## config.mk

```make
export PLATFORM = sky130hd
export DESIGN_NAME = plfe_div
export DESIGN_NICKNAME = d
export VERILOG_FILES = /design/src/palette_linear_fade_engine_defines.svh /design/src/plfe_pkg.sv /design/src/plfe_div.sv
export SDC_FILE = /design/constraint.sdc
export NUM_CORES = 1
export LEC_CHECK = 0
export ABC_AREA = 1
export ABC_CLOCK_PERIOD_IN_PS = 1700
export CAP_MARGIN = 20
export CORE_MARGIN = 10
export CORE_UTILIZATION = 58
export DETAILED_ROUTE_END_ITERATION = 16
export DONT_BUFFER_PORTS = 1
export PLACE_DENSITY = 0.73
export SLEW_MARGIN = 30
export SYNTH_ARGS = -nofsm -noshare
export SYNTH_HDL_FRONTEND = slang
export SYNTH_SLANG_ARGS = --single-unit
```

## constraint.sdc

```tcl
create_clock -name clock -period 1.7 [get_ports clock]
set_input_delay 0.17 -clock clock [delete_from_list [all_inputs] [get_ports clock]]
set_output_delay 0.17 -clock clock [all_outputs]
set_load 0.05 [all_outputs]
```

## src/palette_linear_fade_engine_defines.svh

```systemverilog
// Assertion macros shared by the fade engine RTL.
`ifndef PALETTE_LINEAR_FADE_ENGINE_DEFINES_SVH
`define PALETTE_LINEAR_FADE_ENGINE_DEFINES_SVH

// Same-cycle implication, checked outside reset.
`define PLFE_ASSERT_IMPL(label, clk, rst, ante, cons) \
   label: assert property (@(posedge clk) disable iff (rst) (ante) |-> (cons)) \
      else $error("fade engine assertion failed");

// Next-cycle implication, checked outside reset.
`define PLFE_ASSERT_NEXT(label, clk, rst, ante, cons) \
   label: assert property (@(posedge clk) disable iff (rst) (ante) |=> (cons)) \
      else $error("fade engine assertion failed");

`endif

```

## src/plfe_pkg.sv

```systemverilog
`default_nettype none
package plfe_pkg;
   localparam int COMP_W  = 8;
   localparam int ACC_W   = 16;
   localparam int DELTA_W = 17;
   localparam int TICK_W  = 9;

   // request codes
   localparam logic [2:0] REQ_WR_PAL = 3'd0;
   localparam logic [2:0] REQ_WR_TGT = 3'd1;
   localparam logic [2:0] REQ_START  = 3'd2;
   localparam logic [2:0] REQ_TICK   = 3'd3;
   localparam logic [2:0] REQ_READ   = 3'd4;
   localparam logic [2:0] REQ_ACK    = 3'd5;

   // register indexes
   localparam logic [1:0] CSR_FIRST  = 2'd0;
   localparam logic [1:0] CSR_LAST   = 2'd1;
   localparam logic [1:0] CSR_STEPS  = 2'd2;
   localparam logic [1:0] CSR_SHARED = 2'd3;

   typedef struct packed {
      logic busy;
      logic done;
   } div_status_type;
endpackage
`default_nettype wire

```

## src/plfe_div.sv

```systemverilog
`default_nettype none
// Restoring divider, one quotient bit per cycle, truncates toward zero.
module plfe_div import plfe_pkg::*; (
   input  logic                      clock,
   input  logic                      reset,
   input  logic                      start,
   input  logic signed [DELTA_W-1:0] dividend,
   input  logic [COMP_W-1:0]         divisor,
   output div_status_type            status,
   output logic signed [DELTA_W-1:0] quotient
);
   localparam int MAG_W = DELTA_W - 1;

   logic              busy_ff, busy_in, done_ff, done_in, neg_ff, neg_in;
   logic [3:0]        cnt_ff, cnt_in;
   logic [MAG_W-1:0]  mq_ff, mq_in;
   logic [COMP_W-1:0] rem_ff, rem_in, dvs_ff, dvs_in;
   logic [COMP_W:0]   trial, trial_sub;
   logic              ge;
   logic signed [DELTA_W-1:0] mag;

   always_comb begin
      mag       = dividend[DELTA_W-1] ? -dividend : dividend;
      trial     = {rem_ff, mq_ff[MAG_W-1]};
      ge        = trial >= {1'b0, dvs_ff};
      trial_sub = trial - {1'b0, dvs_ff};
      busy_in = busy_ff;
      done_in = 1'b0;
      neg_in  = neg_ff;
      cnt_in  = cnt_ff;
      mq_in   = mq_ff;
      rem_in  = rem_ff;
      dvs_in  = dvs_ff;
      if (start) begin
         busy_in = 1'b1;
         neg_in  = dividend[DELTA_W-1];
         cnt_in  = '0;
         mq_in   = mag[MAG_W-1:0];
         rem_in  = '0;
         dvs_in  = divisor;
      end else if (busy_ff) begin
         rem_in = ge ? trial_sub[COMP_W-1:0] : trial[COMP_W-1:0];
         mq_in  = {mq_ff[MAG_W-2:0], ge};
         cnt_in = cnt_ff + 4'd1;
         if (cnt_ff == 4'(MAG_W - 1)) begin
            busy_in = 1'b0;
            done_in = 1'b1;
         end
      end
   end

   always_ff @(posedge clock) begin
      if (reset) begin
         busy_ff <= 1'b0;
         done_ff <= 1'b0;
      end else begin
         busy_ff <= busy_in;
         done_ff <= done_in;
      end
      neg_ff <= neg_in;
      cnt_ff <= cnt_in;
      mq_ff  <= mq_in;
      rem_ff <= rem_in;
      dvs_ff <= dvs_in;
   end

   assign status.busy = busy_ff;
   assign status.done = done_ff;
   assign quotient = neg_ff ? -$signed({1'b0, mq_ff}) : $signed({1'b0, mq_ff});
endmodule
`default_nettype wire

```

### Yosys cells after proc, flatten, opt, wreduce, memory -nomap -nowiden

Cells that the tools add are included.

* input bits: 28
* flip-flop bits (word level): 39

* muxes and demuxes: 9
* bitwise logic cells: 1
* $add $sub $neg: 4
* magnitude comparators: 1
* equality and inequality tests: 1
* reduce and logical (&&, ||, !) cells: 2

Operators by type and width (number)
* $mux 16: 3
* $mux 17: 1
* $neg 16->17: 1
* $neg 16->16: 1
* $ge 9x8->1: 1
* $mux 8: 1
* $sub 8x8->8: 1
* $add 4x1->4 const B: 1
* $eq 4x4->1 const B: 1
* $mux 1: 4
* $reduce_or 3->1: 1
* $reduce_bool 2->1: 1
* $not 1->1: 1

### Logic depth before layout (Yosys ltp)

* depth after elaboration: 4
* gate-level depth with buffers: 13
* mapped depth without buffers: 13

### Least setup slack after synthesis

Ideal clock, no wire load.

* path type: register to output
* start point: register mq_ff[0]
* end point: output quotient[12]
* slack: -331 ps
* buffers on the path: 0
* required time: 1530 ps
* arrival time: 1861 ps
* cell stages (with the launch flop): 8
* cell sequence: edfxtp_1 -> inv_1 -> ha_1 -> nand4_1 -> nor2_1 -> nand4_1 -> nand2_1 -> xor2_1

* cells in the longest elaborated chain, start to end: 2

Ends and longest elaborated chain
* start: declaration: line plfe_div.sv:16 `logic [MAG_W-1:0] mq_ff, mq_in;`
* start signal: assignment: line plfe_div.sv:62 `mq_ff <= mq_in;`
* $neg 16->17: line plfe_div.sv:69 `assign quotient = neg_ff ? -$signed({1'b0, mq_ff}) : $signed({1'b0, mq_ff});`
* $mux 17: line plfe_div.sv:69
* end: declaration: line plfe_div.sv:10 `output logic signed [DELTA_W-1:0] quotient`

No other way between the ends.

### Final worst setup path

* start point: register mq_ff[10]
* end point: output quotient[14]

Same word-level chain as after synthesis.

==> run metrics <==
Skew-Pair Late Insertion Delay roughly 0.30 ns; synthesized flop and latch total 39; final hold violations 0; total area of sequential cells 1030 sq um; flop-to-flop setup slack -0.11 ns; fraction of registers with async set/reset 0%; CTS tree yes; routability cong. 0.866; Area after DPL 3550 sq um; top_reg_cell synth edfxtp_1; vias in the first global route 3038; Worst-Margin Slew 0.626 ns; Final Util 89.0%; Filler cells 226; io pins 47; die height between 90 and 100 microns; GRT met3 Usage 4.16%; Placed Instances between 500 and 600; Tot Pwr 3.40 mW; Mean Syn Cell Area 7.21 sq um; Post-synth EDFFs 25; number of buffers created by CTS 5; Total GRT Usage between 20% and 30%; remaining antenna violation count 0; post-synth cell types 42; mapped cell area 2910 sq um; htree depth 2; most common cell after layout, fill and taps aside nand2_1; Cells after Synth around 400; largest net degree at the start of global routing 24; DRT iter0 DRCs 322; nets 518; CTS sink cnt 39; Post-Route WL ~11000 microns; Die X 90.8 microns; type of origin of the critical path flop; failing checks setup timing; share of post-route cells with drive strength above 1 a little over a third; Synth warnings 0; routed len/inst 19.8 microns; critical path required time around 1.5 ns; critical path endpoint category output pin; reg2reg start dvs_ff[7]; core area 4790 sq um; gr ovfl total 0; run status complete, but fails checks; met1 GRT Util 22.3%; post-route cell area approximately 4300 sq um; most frequent cells in the layout nand2_1, inv_1, buf_4; P per Cell Area 798 nW/um^2; CP max FO 4; Die Area 8240 sq um; Initial Util about three fifths; maximum clock rate 0.451 GHz; crit share post-route 130%; sequential share of the synthesized area 35.5%; worst hold path class input pin to flop; detailed placement HPWL 5690 microns; antenna violations before repair 0; critical path arrival ~2 ns; worst reg2reg path depth 10; total number of vias between 3000 and 4000; crit path kind flop to output pin; footprint of the multi-input gates ~2000 sq um; DRC 0; Syn Nets 443; Max Cap Viol 0; first-pass GRT wire length between 10000 and 15000 microns; met2 global-route usage 37.1%; Leak 1.96 nW; worst setup margin -0.516 ns; drt pass-1 iters 5; min-delay src reset; gr busiest metal met2; final hold slack 0.0609 ns; Peak VDD IR 485 uV; non-filler cells, final approximately 550; Final min period 2.22 ns; vias per cell between 5 and 6; Hold Path Cell Cnt 1; clk_skew roughly 0.013 ns; clock slew at reported path FFs around 0.08 ns; number of port buffers 0; Area Overhead vs Synth 46.6%; reg-to-reg critical path endpoint rem_ff[2]; CTS max path bufs 2; Setup-failing EPs final 21; Root Driver clkbuf_8; ANT cells 0; unrepaired setup endpoints after global routing true; cell row count 25; Slew Limit Headroom 58.1%; Hold Path End done_ff; Pins Over Slew Limit 0
==> power by group <==
| part | internal, mW | total [mW] | switching (mW) |
|---|---|---|---|
| clock network | 0.288 | 0.606 | 0.318 |
| logic | 0.691 | 1.63 | 0.934 |
| registers | 1.10 | 1.17 | 0.0680 |
==> critical path, stage by stage (launching register included) <==
cell	delay [ns]
edfxtp_1	0.48
nor2_1	0.30
nand3_1	0.20
nor2_1	0.22
nand2_2	0.07
xor2_1	0.13
nand2_1	0.09
o21ai_2	0.10
buf_12	0.16
==> cells in the mapped netlist (2+ instances only) <==
cell type	instances	share of area, %
dfxtp_1	14	9.6
a31oi_1	2	0.43
o22ai_1	5	1.1
nand4_1	8	1.7
inv_1	58	7.5
nor3_1	6	1.0
nand3_1	39	6.7
nand2_2	4	0.86
nand2_1	106	14
a21oi_1	13	2.2
xor2_1	16	4.8
ha_1	11	4.7
xnor2_1	2	0.60
nand3_2	3	1.0
buf_4	3	0.78
inv_2	4	0.52
o21ai_0	10	1.7
or2_1	2	0.43
nand3b_1	5	1.3
clkbuf_1	4	0.52
nor2_1	33	4.3
nor4_1	2	0.43
o21ai_1	5	0.86
nor2_2	6	1.3
edfxtp_1	25	26
==> flip-flops by register name, indices dropped and copies added, names as in the netlist <==
name and count:
busy_ff 1, cnt_ff 4, done_ff 1, dvs_ff 8
mq_ff 16, neg_ff 1, rem_ff 8
==> logic make-up after synthesis <==
family	after synthesis	share of synthesized area, %
AO/OA/AOI/OAI	41	7.97
XOR/XNOR	18	5.43
AND/OR/NAND/NOR	220	35.2
adder cells (fa/ha/maj)	12	5.43
flip-flops	39	35.5
buffers and inverters	73	10.5
==> how the worst max path moves through the flow <==
stage | start | slack, ns | endpoint
after global routing | mq_ff[10] | -0.55 | quotient[14]
after detailed placement | mq_ff[0] | -0.08 | quotient[13]
final | mq_ff[10] | -0.52 | quotient[14]
after CTS | mq_ff[0] | -0.33 | quotient[12]
after floorplan | mq_ff[0] | -0.09 | quotient[12]
after global placement | mq_ff[0] | -0.02 | quotient[13]
==> layer usage <==
metal / vias to the layer above / part of all wire [%]
met5: - / 0
met4: 0 / 3.9
met3: 53 / 7.4
met2: 208 / 52
met1: 1513 / 37
li1: 1453 / -
==> area by class of cell <==
type / count / share of cell area (%)
well taps: 67 / 1.97
clock buffers: 7 / 1.79
flip-flops and latches: 39 / 24.2
clock inverters: 1 / 0.117
repair buffers: 79 / 19.4
inverters: 62 / 5.46
multi-input cells: 291 / 47.1
==> stage by stage <==
step	setup slack [ns]	TNS (ns)
floorplan	-0.0916	-0.334
global placement	-0.0189	-0.0189
detailed placement	-0.0842	-0.282
CTS	-0.327	-3.10
global route	-0.550	-6.29
finish	-0.516	-4.91
==> repair_timing <==
| item | in CTS | in global routing |
|---|---|---|
| endpoints found under the setup margin | 18 | 24 |
| hold endpoints to repair | 21 | 0 |
| buffers inserted | 4 | 12 |
| hold buffers | 11 | 0 |
| pin swaps | 19 | 37 |
| resized for setup | 34 | 62 |
No activity file was read; power rests on OpenSTA's default activity.
